## src/rtl/ussc_pkg.sv

```systemverilog
`default_nettype none
package ussc_pkg;

  localparam int CntW  = 6;
  localparam int ProdW = CntW + 4;
  localparam int FlagW = 10;
  localparam int WFlagW = 8;

  localparam int FCtl   = 0;
  localparam int FUuid  = 1;
  localparam int FUlid  = 2;
  localparam int FDate  = 3;
  localparam int FB64   = 4;
  localparam int FUp    = 5;
  localparam int FLo    = 6;
  localparam int FDig   = 7;
  localparam int FAlnum = 8;
  localparam int FAlpha = 9;

  localparam logic [FlagW-1:0] CompFlagsReset = FlagW'(10'h11e);
  localparam logic [WFlagW-1:0] WholeFlagsReset = WFlagW'(8'h1e);

  localparam int UuidLen  = 36;
  localparam int UlidLen  = 26;
  localparam int DateLen  = 10;
  localparam int DateDash1 = 4;
  localparam int DateDash2 = 7;
  localparam int UuidGroups [5] = '{8, 4, 4, 4, 12};

  localparam logic [7:0] ChCtlTop = 8'h20;
  localparam logic [7:0] ChDel    = 8'h7f;
  localparam logic [7:0] ChDot    = 8'h2e;
  localparam logic [7:0] ChDash   = 8'h2d;
  localparam logic [7:0] ChPlus   = 8'h2b;
  localparam logic [7:0] ChSlash  = 8'h2f;
  localparam logic [7:0] ChEq     = 8'h3d;
  localparam logic [7:0] ChUnder  = 8'h5f;
  localparam logic [7:0] ChCase   = 8'h20;

  localparam int QDepth = 2;
  localparam int QPtrW  = $clog2(QDepth);
  localparam int QCntW  = $clog2(QDepth + 1);

  localparam logic [2:0] RegMaxLiteralLen   = 3'd0;
  localparam logic [2:0] RegMinHexLen       = 3'd1;
  localparam logic [2:0] RegMinB64Len       = 3'd2;
  localparam logic [2:0] RegMinDenseLen     = 3'd3;
  localparam logic [2:0] RegDenseDigitTenth = 3'd4;
  localparam logic [2:0] RegMaxExtLen       = 3'd5;

  typedef enum logic [1:0] {
    VerdictLiteral = 2'd0,
    VerdictId      = 2'd1,
    VerdictStem    = 2'd2
  } verdict_e;

  typedef struct packed {
    logic [5:0] max_literal_len;
    logic [5:0] min_hex_len;
    logic [5:0] min_b64_len;
    logic [5:0] min_dense_len;
    logic [3:0] dense_digit_tenths;
    logic [5:0] max_ext_len;
  } cfg_t;

  typedef struct packed {
    logic [CntW-1:0]  len;
    logic [CntW-1:0]  dig;
    logic [CntW-1:0]  hex;
    logic [FlagW-1:0] flags;
  } cnt_t;

  typedef struct packed {
    logic [CntW-1:0]   whole_len;
    logic [CntW-1:0]   whole_dig;
    logic [CntW-1:0]   whole_hex;
    logic [WFlagW-1:0] whole_flags;
    logic [CntW-1:0]   comp_len;
    logic              comp_alnum;
    logic              comp_alpha;
    logic              prev_opaque;
    logic              dot_seen;
    logic              dot_first;
  } seg_rec_t;

  function automatic logic [CntW-1:0] sat_inc(input logic [CntW-1:0] v);
    return (v == {CntW{1'b1}}) ? v : v + CntW'(1);
  endfunction

  function automatic logic is_uuid_dash(input logic [CntW-1:0] pos);
    int   edge_pos;
    logic hit;
    edge_pos = 0;
    hit = 1'b0;
    for (int g = 0; g < 4; g++) begin
      edge_pos = edge_pos + UuidGroups[g];
      if (int'(pos) == edge_pos) hit = 1'b1;
      edge_pos = edge_pos + 1;
    end
    return hit;
  endfunction

  function automatic cnt_t absorb(input logic [7:0] c, input cnt_t s);
    cnt_t       r;
    logic       d;
    logic       up;
    logic       lo;
    logic       hx;
    logic       b64;
    logic [7:0] uc;
    r   = s;
    d   = (c >= 8'h30) && (c <= 8'h39);
    up  = (c >= 8'h41) && (c <= 8'h5a);
    lo  = (c >= 8'h61) && (c <= 8'h7a);
    hx  = d || ((c >= 8'h61) && (c <= 8'h66)) || ((c >= 8'h41) && (c <= 8'h46));
    uc  = lo ? c - ChCase : c;
    b64 = d || up || lo || (c == ChPlus) || (c == ChSlash) || (c == ChEq) ||
          (c == ChDash) || (c == ChUnder);
    if ((c < ChCtlTop) || (c == ChDel)) r.flags[FCtl] = 1'b1;
    if (d) r.dig = sat_inc(s.dig);
    if (hx) r.hex = sat_inc(s.hex);
    if (up) begin
      r.flags[FUp] = 1'b1;
      r.flags[FAlpha] = 1'b1;
    end
    if (lo) begin
      r.flags[FLo] = 1'b1;
      r.flags[FAlpha] = 1'b1;
    end
    if (d) r.flags[FDig] = 1'b1;
    if (!(d || up || lo)) r.flags[FAlnum] = 1'b0;
    if (int'(s.len) < UuidLen) begin
      if (is_uuid_dash(s.len) ? (c != ChDash) : !hx) r.flags[FUuid] = 1'b0;
    end
    if (!d && (!(up || lo) || uc == 8'h49 || uc == 8'h4c || uc == 8'h4f || uc == 8'h55)) begin
      r.flags[FUlid] = 1'b0;
    end
    if (int'(s.len) < DateLen) begin
      if ((int'(s.len) == DateDash1 || int'(s.len) == DateDash2) ? (c != ChDash) : !d) begin
        r.flags[FDate] = 1'b0;
      end
    end
    if (!b64) r.flags[FB64] = 1'b0;
    r.len = sat_inc(s.len);
    return r;
  endfunction

  function automatic logic opaque(input cnt_t s, input cfg_t cfg);
    logic [ProdW-1:0] dig10;
    logic [ProdW-1:0] len_t;
    logic             res;
    dig10 = ProdW'(s.dig) * ProdW'(10);
    len_t = ProdW'(s.len) * ProdW'(cfg.dense_digit_tenths);
    res = s.flags[FCtl] ||
          (s.dig == s.len) ||
          (int'(s.len) > int'(cfg.max_literal_len)) ||
          ((s.hex == s.len) && (int'(s.len) >= int'(cfg.min_hex_len))) ||
          (s.flags[FUuid] && int'(s.len) == UuidLen) ||
          (s.flags[FUlid] && int'(s.len) == UlidLen) ||
          (s.flags[FDate] && int'(s.len) == DateLen) ||
          (s.flags[FB64] && (int'(s.len) >= int'(cfg.min_b64_len)) &&
           s.flags[FUp] && s.flags[FLo] && s.flags[FDig]) ||
          ((int'(s.len) >= int'(cfg.min_dense_len)) && (dig10 > len_t));
    return (s.len != '0) && res;
  endfunction

endpackage
`default_nettype wire

```

## src/rtl/url_segment_shape_classifier_unit.sv

```systemverilog
// channel   dir  handshake                       payload
// s_axis    in   s_axis_tvalid / s_axis_tready   tdata seg_byte, tlast end_of_segment,
//                                                tuser no_byte
// m_axis    out  m_axis_tvalid / m_axis_tready   tdata verdict, ext_len
// apb       in   psel, penable, pwrite, pready   six config registers at 4*i
//
// one input beat per cycle while the record queue is not full; the verdict of a segment passes
// from its closing beat through the two-entry record queue into the output register
// reset clears all counters, loads the flag reset patterns and loads the register defaults
// input stalls only when the record queue is full, output stalls hold the verdict
`default_nettype none
module url_segment_shape_classifier_unit (
  input  wire logic        clk_i,
  input  wire logic        rst_ni,
  input  wire logic        s_axis_tvalid,
  output logic             s_axis_tready,
  input  wire logic [7:0]  s_axis_tdata,   // [7:0] seg_byte
  input  wire logic        s_axis_tlast,
  input  wire logic [0:0]  s_axis_tuser,   // [0] no_byte
  output logic             m_axis_tvalid,
  input  wire logic        m_axis_tready,
  output logic [7:0]       m_axis_tdata,   // [1:0] verdict, [7:2] ext_len
  input  wire logic        psel,
  input  wire logic        penable,
  input  wire logic        pwrite,
  input  wire logic [4:0]  paddr,
  input  wire logic [31:0] pwdata,
  output logic [31:0]      prdata,
  output logic             pready
);

  ussc_pkg::cfg_t      cfg_q;
  logic [2:0]          reg_idx;
  logic                cfg_wr;
  logic                q_full;
  logic                push;
  ussc_pkg::seg_rec_t  push_rec;
  logic                q_valid;
  logic                pop;
  ussc_pkg::seg_rec_t  head_rec;
  ussc_pkg::verdict_e  verdict;
  logic [5:0]          ext_len;

  assign pready  = 1'b1;
  assign reg_idx = paddr[4:2];
  assign cfg_wr  = psel && penable && pwrite && pready;

  always_ff @(posedge clk_i or negedge rst_ni) begin
    if (!rst_ni) begin
      cfg_q.max_literal_len    <= 6'd24;
      cfg_q.min_hex_len        <= 6'd8;
      cfg_q.min_b64_len        <= 6'd16;
      cfg_q.min_dense_len      <= 6'd6;
      cfg_q.dense_digit_tenths <= 4'd4;
      cfg_q.max_ext_len        <= 6'd8;
    end else if (cfg_wr) begin
      unique case (reg_idx)
        ussc_pkg::RegMaxLiteralLen:   cfg_q.max_literal_len    <= pwdata[5:0];
        ussc_pkg::RegMinHexLen:       cfg_q.min_hex_len        <= pwdata[5:0];
        ussc_pkg::RegMinB64Len:       cfg_q.min_b64_len        <= pwdata[5:0];
        ussc_pkg::RegMinDenseLen:     cfg_q.min_dense_len      <= pwdata[5:0];
        ussc_pkg::RegDenseDigitTenth: cfg_q.dense_digit_tenths <= pwdata[3:0];
        ussc_pkg::RegMaxExtLen:       cfg_q.max_ext_len        <= pwdata[5:0];
        default: ;
      endcase
    end
  end

  always_comb begin
    unique case (reg_idx)
      ussc_pkg::RegMaxLiteralLen:   prdata = 32'(cfg_q.max_literal_len);
      ussc_pkg::RegMinHexLen:       prdata = 32'(cfg_q.min_hex_len);
      ussc_pkg::RegMinB64Len:       prdata = 32'(cfg_q.min_b64_len);
      ussc_pkg::RegMinDenseLen:     prdata = 32'(cfg_q.min_dense_len);
      ussc_pkg::RegDenseDigitTenth: prdata = 32'(cfg_q.dense_digit_tenths);
      ussc_pkg::RegMaxExtLen:       prdata = 32'(cfg_q.max_ext_len);
      default:                      prdata = '0;
    endcase
  end

  ussc_front u_front (
    .clk_i            (clk_i),
    .rst_ni           (rst_ni),
    .cfg_i            (cfg_q),
    .valid_i          (s_axis_tvalid),
    .ready_o          (s_axis_tready),
    .seg_byte_i       (s_axis_tdata),
    .end_of_segment_i (s_axis_tlast),
    .no_byte_i        (s_axis_tuser[0]),
    .q_full_i         (q_full),
    .push_o           (push),
    .rec_o            (push_rec)
  );

  ussc_queue u_queue (
    .clk_i   (clk_i),
    .rst_ni  (rst_ni),
    .push_i  (push),
    .rec_i   (push_rec),
    .full_o  (q_full),
    .pop_i   (pop),
    .valid_o (q_valid),
    .rec_o   (head_rec)
  );

  ussc_back u_back (
    .clk_i     (clk_i),
    .rst_ni    (rst_ni),
    .cfg_i     (cfg_q),
    .q_valid_i (q_valid),
    .rec_i     (head_rec),
    .pop_o     (pop),
    .valid_o   (m_axis_tvalid),
    .ready_i   (m_axis_tready),
    .verdict_o (verdict),
    .ext_len_o (ext_len)
  );

  assign m_axis_tdata = {ext_len, verdict};

endmodule
`default_nettype wire

```

## src/rtl/ussc_front.sv

```systemverilog
`default_nettype none
module ussc_front (
  input  wire logic              clk_i,
  input  wire logic              rst_ni,
  input  wire ussc_pkg::cfg_t    cfg_i,
  input  wire logic              valid_i,
  output logic                   ready_o,
  input  wire logic [7:0]        seg_byte_i,
  input  wire logic              end_of_segment_i,
  input  wire logic              no_byte_i,
  input  wire logic              q_full_i,
  output logic                   push_o,
  output ussc_pkg::seg_rec_t     rec_o
);

  ussc_pkg::cnt_t                        comp_q, comp_d, comp_upd;
  logic [ussc_pkg::CntW-1:0]             whole_len_q, whole_len_d;
  logic [ussc_pkg::CntW-1:0]             whole_dig_q, whole_dig_d;
  logic [ussc_pkg::CntW-1:0]             whole_hex_q, whole_hex_d;
  logic [ussc_pkg::WFlagW-1:0]           whole_flags_q, whole_flags_d;
  ussc_pkg::cnt_t                        whole_cur, whole_upd;
  logic                                  prev_q, prev_d, prev_upd;
  logic [1:0]                            dot_q, dot_d, dot_upd;
  logic                                  fire;

  assign ready_o = !q_full_i;
  assign fire    = valid_i && ready_o;
  assign push_o  = fire && end_of_segment_i;

  assign whole_cur = '{len: whole_len_q, dig: whole_dig_q, hex: whole_hex_q,
                       flags: {2'b00, whole_flags_q}};

  always_comb begin
    comp_upd  = comp_q;
    whole_upd = whole_cur;
    prev_upd  = prev_q;
    dot_upd   = dot_q;
    if (!no_byte_i) begin
      if (seg_byte_i == ussc_pkg::ChDot) begin
        if (ussc_pkg::opaque(comp_q, cfg_i)) prev_upd = 1'b1;
        dot_upd  = {(whole_len_q == '0), 1'b1};
        comp_upd = '{len: '0, dig: '0, hex: '0, flags: ussc_pkg::CompFlagsReset};
      end else begin
        comp_upd = ussc_pkg::absorb(seg_byte_i, comp_q);
      end
      whole_upd = ussc_pkg::absorb(seg_byte_i, whole_cur);
    end
  end

  always_comb begin
    rec_o.whole_len   = whole_upd.len;
    rec_o.whole_dig   = whole_upd.dig;
    rec_o.whole_hex   = whole_upd.hex;
    rec_o.whole_flags = whole_upd.flags[ussc_pkg::WFlagW-1:0];
    rec_o.comp_len    = comp_upd.len;
    rec_o.comp_alnum  = comp_upd.flags[ussc_pkg::FAlnum];
    rec_o.comp_alpha  = comp_upd.flags[ussc_pkg::FAlpha];
    rec_o.prev_opaque = prev_upd;
    rec_o.dot_seen    = dot_upd[0];
    rec_o.dot_first   = dot_upd[1];
  end

  always_comb begin
    comp_d        = comp_q;
    whole_len_d   = whole_len_q;
    whole_dig_d   = whole_dig_q;
    whole_hex_d   = whole_hex_q;
    whole_flags_d = whole_flags_q;
    prev_d        = prev_q;
    dot_d         = dot_q;
    if (fire) begin
      if (end_of_segment_i) begin
        comp_d        = '{len: '0, dig: '0, hex: '0, flags: ussc_pkg::CompFlagsReset};
        whole_len_d   = '0;
        whole_dig_d   = '0;
        whole_hex_d   = '0;
        whole_flags_d = ussc_pkg::WholeFlagsReset;
        prev_d        = 1'b0;
        dot_d         = 2'b00;
      end else begin
        comp_d        = comp_upd;
        whole_len_d   = whole_upd.len;
        whole_dig_d   = whole_upd.dig;
        whole_hex_d   = whole_upd.hex;
        whole_flags_d = whole_upd.flags[ussc_pkg::WFlagW-1:0];
        prev_d        = prev_upd;
        dot_d         = dot_upd;
      end
    end
  end

  always_ff @(posedge clk_i or negedge rst_ni) begin
    if (!rst_ni) begin
      comp_q        <= '{len: '0, dig: '0, hex: '0, flags: ussc_pkg::CompFlagsReset};
      whole_len_q   <= '0;
      whole_dig_q   <= '0;
      whole_hex_q   <= '0;
      whole_flags_q <= ussc_pkg::WholeFlagsReset;
      prev_q        <= 1'b0;
      dot_q         <= 2'b00;
    end else begin
      comp_q        <= comp_d;
      whole_len_q   <= whole_len_d;
      whole_dig_q   <= whole_dig_d;
      whole_hex_q   <= whole_hex_d;
      whole_flags_q <= whole_flags_d;
      prev_q        <= prev_d;
      dot_q         <= dot_d;
    end
  end

  a_clear_after_end: assert property (@(posedge clk_i) disable iff (!rst_ni)
    push_o |=> (whole_len_q == '0) && (comp_q.len == '0) && !prev_q && (dot_q == 2'b00))
    else $error("segment state not cleared after closing beat");

endmodule
`default_nettype wire

```

## src/rtl/ussc_queue.sv

```systemverilog
`default_nettype none
module ussc_queue (
  input  wire logic                clk_i,
  input  wire logic                rst_ni,
  input  wire logic                push_i,
  input  wire ussc_pkg::seg_rec_t  rec_i,
  output logic                     full_o,
  input  wire logic                pop_i,
  output logic                     valid_o,
  output ussc_pkg::seg_rec_t       rec_o
);

  ussc_pkg::seg_rec_t                 mem_q [ussc_pkg::QDepth];
  logic [ussc_pkg::QPtrW-1:0]         wr_ptr_q, wr_ptr_d;
  logic [ussc_pkg::QPtrW-1:0]         rd_ptr_q, rd_ptr_d;
  logic [ussc_pkg::QCntW-1:0]         count_q, count_d;
  logic                               do_push, do_pop;

  assign full_o  = (int'(count_q) == ussc_pkg::QDepth);
  assign valid_o = (count_q != '0);
  assign rec_o   = mem_q[rd_ptr_q];
  assign do_push = push_i && !full_o;
  assign do_pop  = pop_i && valid_o;

  always_comb begin
    wr_ptr_d = wr_ptr_q;
    rd_ptr_d = rd_ptr_q;
    count_d  = count_q;
    if (do_push) begin
      wr_ptr_d = (int'(wr_ptr_q) == ussc_pkg::QDepth - 1) ? '0 : wr_ptr_q + ussc_pkg::QPtrW'(1);
    end
    if (do_pop) begin
      rd_ptr_d = (int'(rd_ptr_q) == ussc_pkg::QDepth - 1) ? '0 : rd_ptr_q + ussc_pkg::QPtrW'(1);
    end
    if (do_push && !do_pop) count_d = count_q + ussc_pkg::QCntW'(1);
    if (!do_push && do_pop) count_d = count_q - ussc_pkg::QCntW'(1);
  end

  always_ff @(posedge clk_i) begin
    if (do_push) mem_q[wr_ptr_q] <= rec_i;
  end

  always_ff @(posedge clk_i or negedge rst_ni) begin
    if (!rst_ni) begin
      wr_ptr_q <= '0;
      rd_ptr_q <= '0;
      count_q  <= '0;
    end else begin
      wr_ptr_q <= wr_ptr_d;
      rd_ptr_q <= rd_ptr_d;
      count_q  <= count_d;
    end
  end

  a_no_push_full: assert property (@(posedge clk_i) disable iff (!rst_ni)
    !(push_i && full_o))
    else $error("queue written while full");

  a_count_bound: assert property (@(posedge clk_i) disable iff (!rst_ni)
    int'(count_q) <= ussc_pkg::QDepth)
    else $error("queue count out of range");

endmodule
`default_nettype wire

```

## src/rtl/ussc_back.sv

```systemverilog
`default_nettype none
module ussc_back (
  input  wire logic                clk_i,
  input  wire logic                rst_ni,
  input  wire ussc_pkg::cfg_t      cfg_i,
  input  wire logic                q_valid_i,
  input  wire ussc_pkg::seg_rec_t  rec_i,
  output logic                     pop_o,
  output logic                     valid_o,
  input  wire logic                ready_i,
  output ussc_pkg::verdict_e       verdict_o,
  output logic [5:0]               ext_len_o
);

  ussc_pkg::cnt_t      whole;
  logic                has_ext;
  logic                whole_opaque;
  ussc_pkg::verdict_e  verdict_c;
  logic [5:0]          ext_c;
  logic                valid_q, valid_d;
  ussc_pkg::verdict_e  verdict_q;
  logic [5:0]          ext_q;

  assign whole = '{len: rec_i.whole_len, dig: rec_i.whole_dig, hex: rec_i.whole_hex,
                   flags: {2'b00, rec_i.whole_flags}};

  always_comb begin
    whole_opaque = ussc_pkg::opaque(whole, cfg_i);
    has_ext = rec_i.dot_seen && !rec_i.dot_first && (rec_i.comp_len != '0) &&
              (int'(rec_i.comp_len) <= int'(cfg_i.max_ext_len)) &&
              rec_i.comp_alnum && rec_i.comp_alpha;
    verdict_c = ussc_pkg::VerdictLiteral;
    ext_c     = '0;
    if (has_ext) begin
      if (rec_i.prev_opaque) begin
        verdict_c = ussc_pkg::VerdictStem;
        ext_c     = 6'(rec_i.comp_len);
      end
    end else if (whole_opaque) begin
      verdict_c = ussc_pkg::VerdictId;
    end
  end

  assign pop_o   = q_valid_i && (!valid_q || ready_i);
  assign valid_d = pop_o || (valid_q && !ready_i);

  always_ff @(posedge clk_i or negedge rst_ni) begin
    if (!rst_ni) begin
      valid_q <= 1'b0;
    end else begin
      valid_q <= valid_d;
    end
  end

  always_ff @(posedge clk_i) begin
    if (pop_o) begin
      verdict_q <= verdict_c;
      ext_q     <= ext_c;
    end
  end

  assign valid_o   = valid_q;
  assign verdict_o = verdict_q;
  assign ext_len_o = ext_q;

  a_ext_only_stem: assert property (@(posedge clk_i) disable iff (!rst_ni)
    valid_q |-> (ext_q == '0) || (verdict_q == ussc_pkg::VerdictStem))
    else $error("extension length given without stem verdict");

  a_pop_needs_data: assert property (@(posedge clk_i) disable iff (!rst_ni)
    pop_o |=> valid_q)
    else $error("popped record did not reach output register");

endmodule
`default_nettype wire
```

## config.mk

```make
export PLATFORM = sky130hd
export DESIGN_NAME = url_segment_shape_classifier_unit
export DESIGN_NICKNAME = d
export VERILOG_FILES = /design/src/rtl/ussc_pkg.sv /design/src/rtl/url_segment_shape_classifier_unit.sv /design/src/rtl/ussc_front.sv /design/src/rtl/ussc_queue.sv /design/src/rtl/ussc_back.sv
export SDC_FILE = /design/constraint.sdc
export NUM_CORES = 1
export LEC_CHECK = 0
export BUFFER_PORTS_ARGS = -buffer_cell sky130_fd_sc_hd__buf_4
export CORE_ASPECT_RATIO = 0.8
export CORE_MARGIN = 3
export CORE_UTILIZATION = 47
export CTS_CLUSTER_DIAMETER = 40
export DETAILED_ROUTE_END_ITERATION = 7
export SYNTH_ARGS = -nofsm -noshare
export SYNTH_HDL_FRONTEND = slang
export SYNTH_SLANG_ARGS = --single-unit
```

## constraint.sdc

```tcl
create_clock -name clk_i -period 8 [get_ports clk_i]
set_input_delay 0.4 -clock clk_i [delete_from_list [all_inputs] [get_ports clk_i]]
set_output_delay 0.4 -clock clk_i [all_outputs]
set_load 0.02 [all_outputs]
```

==> results of run 1 <==
[power by group]
part           total (mW)  internal (mW)  switching (mW)
Sequential           1.33           1.16           0.163
Combinational        1.46          0.607           0.853
Clock               0.821          0.414           0.408
Total                3.61           2.18            1.42
[synth_stat cells, types with 11 or more instances]
cell | instances | area share, %
buf_4 | 28 | 1.7
dfrtp_1 | 79 | 16
xnor2_1 | 36 | 2.5
dfstp_2 | 17 | 3.5
nor2b_1 | 18 | 0.89
nand2_1 | 90 | 2.7
and3_1 | 12 | 0.59
o21a_1 | 13 | 0.77
nand4_1 | 21 | 1.0
a211oi_1 | 16 | 0.95
o21ai_0 | 60 | 2.4
buf_2 | 12 | 0.47
mux2_2 | 43 | 3.8
nor3_1 | 17 | 0.67
a21oi_1 | 47 | 1.9
mux2i_1 | 18 | 1.4
and2_1 | 41 | 2.0
edfxtp_1 | 82 | 19
o22ai_1 | 11 | 0.54
ha_1 | 133 | 13
nor2_1 | 84 | 2.5
nand3_1 | 29 | 1.1
inv_1 | 84 | 2.5
xor2_1 | 31 | 2.1
a21o_1 | 24 | 1.4
fa_1 | 18 | 2.8
nand2b_1 | 26 | 1.3
a22o_1 | 11 | 0.76
clkbuf_1 | 38 | 1.1
[area by class of cell]
class	instances	area, um2
Clock buffer	18	429.2
Clock inverter	14	136.4
Fill cell	2451	12630
Inverter	84	315.3
Multi-Input combinational cell	950	7166
Sequential cell	178	4886
Tap cell	357	446.7
Timing Repair Buffer	51	382.9
[flip-flops by register name, indices dropped and copies added (netlist names)]
register               flops
u_front.whole_dig_q        6
u_queue.mem_q             74
u_front.dot_q              2
u_front.whole_hex_q        6
u_back.valid_o             1
u_queue.wr_ptr_q           1
u_front.whole_len_q        6
cfg_q                     34
u_queue.rd_ptr_q           1
u_back.ext_len_o           6
u_back.verdict_o           2
u_queue.count_q            2
u_front.comp_q            28
u_front.prev_q             1
u_front.whole_flags_q      8
[worst register-to-register path: cells and delay by family, from the launching register on]
family / cells / cell delay [ns]
XOR/XNOR: 1 / 0.12
adder cells (fa/ha/maj): 4 / 1.66
AND/OR/NAND/NOR: 5 / 0.76
flip-flops: 1 / 0.88
buffers and inverters: 2 / 0.49
AO/OA/AOI/OAI: 9 / 1.82
[worst max-delay path by stage]
stage / start / to / slack [ns]
global route: u_queue.rd_ptr_q$_DFFE_PN0P_ / u_back.verdict_o[0]$_SDFFCE_PP0P_ / 1.69
floorplan: u_queue.rd_ptr_q$_DFFE_PN0P_ / u_back.verdict_o[0]$_SDFFCE_PP0P_ / 2.88
finish: u_queue.rd_ptr_q$_DFFE_PN0P_ / u_back.verdict_o[0]$_SDFFCE_PP0P_ / 2.12
CTS: u_queue.rd_ptr_q$_DFFE_PN0P_ / u_back.verdict_o[0]$_SDFFCE_PP0P_ / 2.11
global placement: u_queue.rd_ptr_q$_DFFE_PN0P_ / u_back.verdict_o[0]$_SDFFCE_PP0P_ / 2.27
detailed placement: u_queue.rd_ptr_q$_DFFE_PN0P_ / u_back.verdict_o[0]$_SDFFCE_PP0P_ / 2.15
[metrics by stage]
step | cell area, um2 | instances | util [%] | worst slack [ns] | power (mW)
2_1_floorplan | 12780 | 1292 | - | 2.883 | 2.351
3_3_place_gp | 13200 | 1620 | 50.00 | 2.265 | 2.755
3_5_place_dp | 13200 | 1620 | 50.00 | 2.148 | 2.797
4_1_cts | 13760 | 1652 | 52.14 | 2.106 | 3.629
5_1_grt | 13760 | 1652 | 52.14 | 1.685 | 3.878
6_report | 13760 | 1652 | 52.14 | 2.117 | 3.608
[per-layer routing]
metal / track usage [%] / up-vias / share of wire, %
met5: 0 / - / 0
met4: 5.137 / 0 / 1.2
met3: 3.348 / 25 / 4.6
met2: 32.65 / 189 / 43
met1: 34.89 / 4532 / 51
li1: - / 4524 / -
[logic make-up (layout without fill, tap and decap cells)]
logic type / after synthesis / after routing / share of synthesized area [%]
fa+ha+maj: 151 / 151 / 15.96
xor+xnor: 67 / 67 / 4.625
simple gates: 375 / 375 / 15.11
other cells: 2 / 27 / 0.05919
compound gates: 267 / 267 / 14.34
mux: 63 / 63 / 5.592
flops: 178 / 178 / 38.51
buf+inv: 164 / 167 / 5.809
==> results.py, run 1 <==
metrics = {
    "floorplan": {
        "core_region_area_um2": 26390,
        "die_y_um": 153.0,
        "io_pins": 97,
        "start_util_pct": 48.07,
        "die_area_um2": 29010,
        "die_w_um": 189.7,
        "fp-row-count": 53,
    },
    "drt": {
        "viasPerCell": 5.611,
        "dr.pass1.iters": 5,
        "antenna_left": 0,
        "wl_per_cell_um": 19.04,
        "drc_errors": 0,
        "wirelength_um": 31460,
        "vias": 9270,
        "drtIter0Drc": 691,
    },
    "setup_path": {
        "required_ns": 8.26,
        "crit_buf_inv": 2,
        "path_cells": "buf_4, nor2b_1, a21o_1, nand2_1, fa_1, fa_1, inv_1, ha_1, a21o_1, a21oi_1, nor2b_1, o21a_1, o41ai_1, xor2_1, ha_1, nand4_1, nor3_1, a211oi_1, o21ai_0, o311ai_0, a311oi_1",
        "critPathMaxStageDelay_ns": 0.88,
        "worst-path-stages": 21,
        "r2r_cells": 21,
        "crit_type": "reg -> reg",
        "path_max_fanout": 24,
        "cp.arrival_ns": 6.14,
        "reg2reg_slack_ns": 2.12,
        "critPathLaunchType": "flip-flop",
        "crit_family": "compound AO/OA/AOI/OAI gates",
        "r2r_start": "u_queue.rd_ptr_q$_DFFE_PN0P_",
        "r2r_end": "u_back.verdict_o[0]$_SDFFCE_PP0P_",
        "cpMaxStageDelayCell": "dfrtp_1",
        "endpoint_kind": "flip-flop",
    },
    "timing": {
        "fmax_mhz": 170.0,
        "slew_violations": 0,
        "rsz0062_at_grt": "no",
        "hold_viol": 3,
        "slew_headroom_pct": 25.11,
        "finalClockSkew_ns": 0.01026,
        "tightest_slew_ns": 1.121,
        "post-route-period-util_pct": 73.54,
        "fin_setup_tns_ns": 0,
        "period_minus_slack_ns": 5.883,
        "setup_viol": 0,
        "hold-worst-slack_ns": -0.02187,
    },
    "placed_design": {
        "post-dp-hpwl_um": 23260,
        "io_buffers": 41,
        "place.gp.congestion": 0.8573,
    },
    "synth": {
        "syn_inst": 1267,
        "synth_edf_count": 82,
        "syn_area_um2": 12690,
        "avgSynthCellArea_um2": 10.01,
        "yosys_most_used_dff": "edfxtp_1",
        "yosysWarnings": 0,
        "synth_seq_cells": 178,
        "seq_area_frac_synth_pct": 38.51,
        "async_flop_share_pct": 53.93,
        "ys_types": 80,
    },
    "global_routing": {
        "grt.overflow.total": 0,
        "grt_pass1_wl_um": 50970,
        "grt_start_max_net_pins": 51,
        "grt_pass1_vias": 9115,
        "antenna_found_initial": 1,
        "globalRouteTotalUtil_pct": 22.35,
    },
    "finish": {
        "fin_nets": 1487,
        "layout_common_cells": "ha_1, nand2_1, inv_1",
        "num_antenna_cells": 0,
        "final_common_cell": "ha_1",
        "syn_to_final_growth_pct": 8.471,
        "final_layout_size_suffix_gt1_share_pct": 13.51,
    },
    "clock_network": {
        "clk_latency_ns": 0.44,
        "cts-resized-gates": 0,
        "htree_levels": 4,
        "clock-root-buffer": "clkbuf_16",
        "post_cts_buffers": 0,
        "clockBufferDepth": 2,
        "cts_tree": "done",
        "cts_hold_buffers": 0,
        "clk_pin_slew_worst_paths_ns": 0.07,
        "clkSinkCount": 178,
        "cts-buffers-inserted": 17,
    },
    "job": {
        "maxCapViolCount": 0,
    },
    "power_and_ir_drop": {
        "power_density_nw_per_um2": 262.2,
        "vdd_drop_max_mv": 0.1726,
        "p_leak_nw": 6.082,
    },
    "min_path": {
        "hp-class": "in -> async",
    },
    "outcome": {
        "violations": "hold timing",
        "run_status": "finished, violations left",
    },
}
(Power assumes the default switching activity.)
==> inputs of run 2 (changes only) <==
==> constraint.sdc (replaced) <==
create_clock -name clk_i -period 5.6 [get_ports clk_i]
set_input_delay 0.28 -clock clk_i [delete_from_list [all_inputs] [get_ports clk_i]]
set_output_delay 0.28 -clock clk_i [all_outputs]
set_load 0.02 [all_outputs]
==> run 2 against run 1 <==
The run now ends clean. Non-clock buffer count up 9. Flip-flop and latch count unchanged. Combinational power rose by 49%. Via count is 1.2% higher. Largest power group unchanged.
==> results.py, run 2 (same netlist as run 1, synthesis figures left out) <==
metrics = {
    "outcome": {
        "run_status": "completed",
    },
    "min_path": {
        "hp-class": "in -> reg",
        "hold_start": "m_axis_tready",
        "hold_depth": 2,
        "hold_end": "u_back.valid_o$_DFF_PN0_",
    },
    "placed_design": {
        "post-dp-hpwl_um": 23650,
        "place.gp.congestion": 0.8471,
        "dp_worst_setup_slack_ns": 0.2400,
        "io_buffers": 41,
        "place_inst": 1628,
    },
    "job": {
        "maxCapViolCount": 0,
    },
    "finish": {
        "fin_cells": 1661,
        "largest_register_ffs": 74,
        "reg_top3": "u_queue.mem_q: 74 flops, cfg_q: 34 flops, u_front.comp_q: 28 flops",
        "num_antenna_cells": 0,
        "final_layout_size_suffix_gt1_share_pct": 14.42,
        "syn_to_final_growth_pct": 9.467,
        "final_common_cell": "ha_1",
        "layout_common_cells": "ha_1, nand2_1, inv_1",
        "fin_nets": 1496,
        "top_register": "u_queue.mem_q",
        "num-fill-cells": 2396,
    },
    "drt": {
        "wl_per_cell_um": 19.16,
        "drc_errors": 0,
        "dr.pass1.iters": 5,
        "wirelength_um": 31820,
        "vias": 9378,
        "antenna_left": 0,
        "viasPerCell": 5.646,
        "drtIter0Drc": 662,
    },
    "global_routing": {
        "grt_pass1_wl_um": 51230,
        "antenna_found_initial": 0,
        "top_usage_layer": "met1",
        "grt.overflow.total": 0,
        "grt_pass1_vias": 9082,
        "grtUsageMet1_pct": 35.34,
        "grt_start_max_net_pins": 72,
        "grt_use_met2_pct": 32.87,
        "globalRouteTotalUtil_pct": 22.60,
        "met3_usage_pct": 3.990,
    },
    "floorplan": {
        "io_pins": 97,
        "die_area_um2": 29010,
        "die_w_um": 189.7,
        "start_util_pct": 48.07,
        "die_y_um": 153.0,
        "fp-row-count": 53,
        "core_region_area_um2": 26390,
    },
    "power_and_ir_drop": {
        "vdd_drop_max_mv": 0.2575,
        "power_density_nw_per_um2": 376.1,
        "p_leak_nw": 6.155,
    },
    "clock_network": {
        "cts-buffers-inserted": 17,
        "clock-root-buffer": "clkbuf_16",
        "post_cts_buffers": 0,
        "clk_latency_ns": 0.45,
        "clkSinkCount": 178,
        "clockBufferDepth": 2,
        "htree_levels": 4,
        "clk_pin_slew_worst_paths_ns": 0.07,
        "cts_tree": "done",
    },
    "setup_path": {
        "path_max_fanout": 31,
        "reg2reg_slack_ns": 0.43,
        "r2r_end": "u_back.verdict_o[0]$_SDFFCE_PP0P_",
        "required_ns": 5.85,
        "endpoint_kind": "flip-flop",
        "cp.arrival_ns": 5.42,
        "r2r_cells": 20,
        "critPathLaunchType": "flip-flop",
        "startpoint": "u_queue.rd_ptr_q$_DFFE_PN0P_",
        "r2r_start": "u_queue.rd_ptr_q$_DFFE_PN0P_",
        "crit_type": "reg -> reg",
    },
    "timing": {
        "rsz0062_at_grt": "no",
        "slew_violations": 0,
        "period_minus_slack_ns": 5.166,
        "hold_viol": 0,
        "post-route-period-util_pct": 92.24,
        "fin_setup_tns_ns": 0,
        "fmax_mhz": 193.6,
        "slew_headroom_pct": 38.59,
        "tightest_slew_ns": 0.9211,
        "setup_viol": 0,
        "finalClockSkew_ns": 0.01682,
        "final.setup.worst_slack_ns": 0.4343,
    },
}
run 2: changes by cell type in the layout (fill, tap and decap cells not counted), sizes merged:
cell and delta:
buf +8, dlygate4sd3 +1, clkbuf +2, inv -2
run 2: routing by layer:
metal  vias to the layer above  wire, um
li1                       4542         -
met1                      4554     16110
met2                       255     13590
met3                        27      1723
met4                         0       392
met5                         -         0
run 2: area by class of cell:
cell class | count | area [um2] | share of cell area (%)
clock buffer | 20 | 478.0 | 3.441
clock inverter | 12 | 116.4 | 0.8378
inverter | 84 | 315.3 | 2.270
multi-input combinational | 950 | 7179 | 51.69
sequential | 178 | 4887 | 35.19
tap | 357 | 446.7 | 3.216
timing repair buffer | 60 | 465.4 | 3.351
run 2: power breakdown:
group          internal [mW]  total (mW)  switching (mW)
Combinational          0.896        2.17            1.27
Sequential              1.67        1.85           0.188
Clock                  0.637        1.20           0.565
Total                   3.20        5.22            2.02
run 2: how the worst max path moves through the flow:
stage	endpoint	slack (ns)	cells past startpoint
2_1_floorplan	u_back.verdict_o[0]$_SDFFCE_PP0P_	0.48	23
3_3_place_gp	u_back.verdict_o[0]$_SDFFCE_PP0P_	0.41	20
3_5_place_dp	u_back.verdict_o[0]$_SDFFCE_PP0P_	0.24	20
4_1_cts	u_back.verdict_o[0]$_SDFFCE_PP0P_	0.18	20
5_1_grt	u_back.verdict_o[0]$_SDFFCE_PP0P_	0.07	20
6_report	u_back.verdict_o[0]$_SDFFCE_PP0P_	0.43	20
run 2: worst max-delay path, cell delays in order (launching register included):
cell and delay (ns):
dfrtp_2 0.44, buf_12 0.22, mux2_2 0.46, and2_1 0.20, fa_1 0.48, inv_1 0.06, fa_1 0.53, inv_1 0.04
ha_1 0.32, a21oi_1 0.21, nor2b_1 0.07, o21a_1 0.20, o41ai_2 0.25, xor2_1 0.11, ha_1 0.31, nand4_1 0.16
nor3_2 0.25, a211oi_1 0.10, o21ai_0 0.10, o311ai_0 0.17, a311oi_1 0.31
run 2: stage by stage:
stage / power [mW] / utilization (%) / cell area (um2) / hold WS [ns]
floorplan: 3.359 / - / 12780 / -0.01559
global placement: 3.977 / 50.28 / 13270 / 0.2401
detailed placement: 4.029 / 50.28 / 13270 / 0.2380
CTS: 5.248 / 52.56 / 13870 / 0.005405
global route: 5.629 / 52.62 / 13890 / 0.003064
finish: 5.223 / 52.62 / 13890 / 0.02407
run 2: what timing repair did:
item	in CTS	in global routing
hold buffers	1	0
resized for setup	0	4
setup endpoints to repair	0	1
endpoints found under the hold margin	24	0
==> inputs of run 3 (changes only) <==
--- a/config.mk
+++ b/config.mk
@@ -8,9 +8,10 @@
 export BUFFER_PORTS_ARGS = -buffer_cell sky130_fd_sc_hd__buf_4
 export CORE_ASPECT_RATIO = 0.8
 export CORE_MARGIN = 3
-export CORE_UTILIZATION = 47
+export CORE_UTILIZATION = 50
 export CTS_CLUSTER_DIAMETER = 40
 export DETAILED_ROUTE_END_ITERATION = 7
+export PLACE_DENSITY = 0.68
 export SYNTH_ARGS = -nofsm -noshare
 export SYNTH_HDL_FRONTEND = slang
 export SYNTH_SLANG_ARGS = --single-unit
==> run 3 against run 2 <==
Cell area decreased by 0.34%. Non-clock buffer count increased by 2. Final cell count decreased by 2.2%. Critical endpoint unchanged. Largest power group unchanged.
==> results.py, run 3 (same netlist as run 1, synthesis figures left out) <==
metrics = {
    "timing": {
        "fmax_mhz": 192.1,
        "tightest_slew_ns": 1.099,
        "period_minus_slack_ns": 5.205,
        "fin_setup_tns_ns": 0,
        "slew_headroom_pct": 26.58,
        "rsz0062_at_grt": "no",
        "hold_viol": 0,
        "post-route-period-util_pct": 92.95,
        "setup_viol": 0,
        "finalClockSkew_ns": 0.01489,
        "slew_violations": 0,
        "final.setup.worst_slack_ns": 0.3951,
    },
    "global_routing": {
        "grt_pass1_wl_um": 49090,
        "top_usage_layer": "met1",
        "grt.overflow.total": 0,
        "antenna_found_initial": 0,
        "globalRouteTotalUtil_pct": 22.95,
        "grt_pass1_vias": 8951,
        "grt_use_met2_pct": 33.40,
        "met3_usage_pct": 4.474,
        "grt_start_max_net_pins": 73,
        "grtUsageMet1_pct": 35.50,
    },
    "finish": {
        "final_area_um2": 13840,
        "top_register": "u_queue.mem_q",
        "num_antenna_cells": 0,
        "layout_common_cells": "ha_1, nand2_1, inv_1",
        "largest_register_ffs": 74,
        "syn_to_final_growth_pct": 9.093,
        "final_layout_size_suffix_gt1_share_pct": 14.09,
        "reg_top3": "u_queue.mem_q: 74 flops, cfg_q: 34 flops, u_front.comp_q: 28 flops",
        "fin_nets": 1498,
        "final_common_cell": "ha_1",
    },
    "setup_path": {
        "crit_type": "reg -> reg",
        "path_max_fanout": 5,
        "critPathLaunchType": "flip-flop",
        "startpoint": "u_queue.mem_q[0][32]$_DFFE_PP_",
        "required_ns": 5.85,
        "r2r_start": "u_queue.mem_q[0][32]$_DFFE_PP_",
        "endpoint_kind": "flip-flop",
        "cp.arrival_ns": 5.46,
    },
    "clock_network": {
        "clockBufferDepth": 2,
        "clkSinkCount": 178,
        "clk_latency_ns": 0.44,
        "clk_pin_slew_worst_paths_ns": 0.08,
        "htree_levels": 4,
        "clock-root-buffer": "clkbuf_16",
        "cts-buffers-inserted": 17,
        "cts_tree": "done",
    },
    "placed_design": {
        "post-dp-hpwl_um": 22730,
        "io_buffers": 41,
        "placed_area_um2": 13220,
        "place.gp.congestion": 0.8834,
        "dp_worst_setup_slack_ns": 0.4316,
    },
    "power_and_ir_drop": {
        "p_leak_nw": 6.162,
        "vdd_drop_max_mv": 0.2380,
        "power_frac_seq_pct": 35.4,
        "p_int_mw": 3.171,
        "combinationalPowerShare_pct": 41.5,
        "clkPwrFrac_pct": 23.2,
        "switchingPower_mw": 2.045,
        "power_density_nw_per_um2": 376.8,
        "p_sw_share_pct": 39.21,
    },
    "drt": {
        "wl_per_cell_um": 18.72,
        "viasPerCell": 5.765,
        "drtIter0Drc": 821,
        "dr.pass1.iters": 5,
        "vias": 9363,
        "wirelength_um": 30410,
        "drc_errors": 0,
        "antenna_left": 0,
    },
    "job": {
        "maxCapViolCount": 0,
    },
    "outcome": {
        "run_status": "completed",
    },
    "floorplan": {
        "die_w_um": 184.1,
        "io_pins": 97,
        "die_y_um": 148.5,
        "die_area_um2": 27330,
        "core_region_area_um2": 24630,
        "start_util_pct": 51.51,
        "fp-row-count": 51,
    },
    "min_path": {
        "hp-class": "in -> reg",
        "hold_start": "pwdata[5]",
    },
}
run 3: final timing paths:
check / end / slack (ns) / cells after the start
setup reg to reg: u_back.verdict_o[0]$_SDFFCE_PP0P_ / 0.40 / 21
hold / removal: cfg_q[27]$_DFFE_PN0P_ / 0.10 / 3
max in group asynchronous: u_front.whole_len_q[3]$_DFFE_PN0P_ / 4.03 / 3
hold reg to reg: u_front.comp_q[8]$_DFFE_PN1P_ / 0.48 / 2
setup / recovery: u_back.verdict_o[0]$_SDFFCE_PP0P_ / 0.40 / 21
min in group asynchronous: u_front.comp_q[20]$_DFFE_PN0P_ / 0.27 / 2
run 3: final cells by class:
cell class,count,area [um2]
Fill cell,2172,10790
Clock inverter,15,176.4
Timing Repair Buffer,62,474.2
Tap cell,318,397.9
Inverter,84,315.3
Multi-Input combinational cell,950,7166
Clock buffer,17,425.4
Sequential cell,178,4886
run 3: per-layer routing:
metal,vias up,share of wire [%]
met3,25,6.4
li1,4555,-
met4,0,1.3
met5,-,0
met2,276,43
met1,4507,49
run 3: power groups by stage:
stage / Combinational, mW / Sequential [mW] / Clock [mW]
floorplan: 1.53 / 1.83 / 0
detailed placement: 2.12 / 1.87 / 0
global placement: 2.07 / 1.86 / 0
CTS: 2.16 / 1.84 / 1.23
finish: 2.16 / 1.84 / 1.21
global route: 2.44 / 1.88 / 1.28
run 3: stage by stage:
step	utilization, %	cells	total power, mW	hold slack (ns)
after CTS	56.18	1624	5.233	0.07960
after floorplan	-	1292	3.359	-0.01559
final	56.19	1624	5.215	0.1031
after global placement	53.65	1590	3.931	0.2002
after global routing	56.19	1624	5.602	0.1125
after detailed placement	53.65	1590	3.993	0.2017
run 3: repair_timing:
| action | 4_1_cts | 5_1_grt |
|---|---|---|
| setup endpoints to repair | 0 | 1 |
| hold buffers | 2 | 0 |
| setup buffers | 0 | 0 |
| resized for setup | 0 | 1 |
| hold endpoints to repair | 25 | 0 |
run 3: critical path: stages, from the launching register on:
cell      delay [ns]
edfxtp_1        0.46
nor2b_1         0.20
a21o_1          0.23
buf_4           0.18
and2_1          0.17
fa_1            0.53
inv_1           0.06
fa_1            0.52
inv_1           0.04
ha_1            0.32
a21oi_1         0.22
nor2b_1         0.07
o21a_1          0.18
o41ai_1         0.33
xor2_1          0.14
ha_1            0.33
nand4_1         0.11
nor3_1          0.27
a211oi_1        0.11
o21ai_0         0.10
o311ai_0        0.15
a311oi_1        0.29
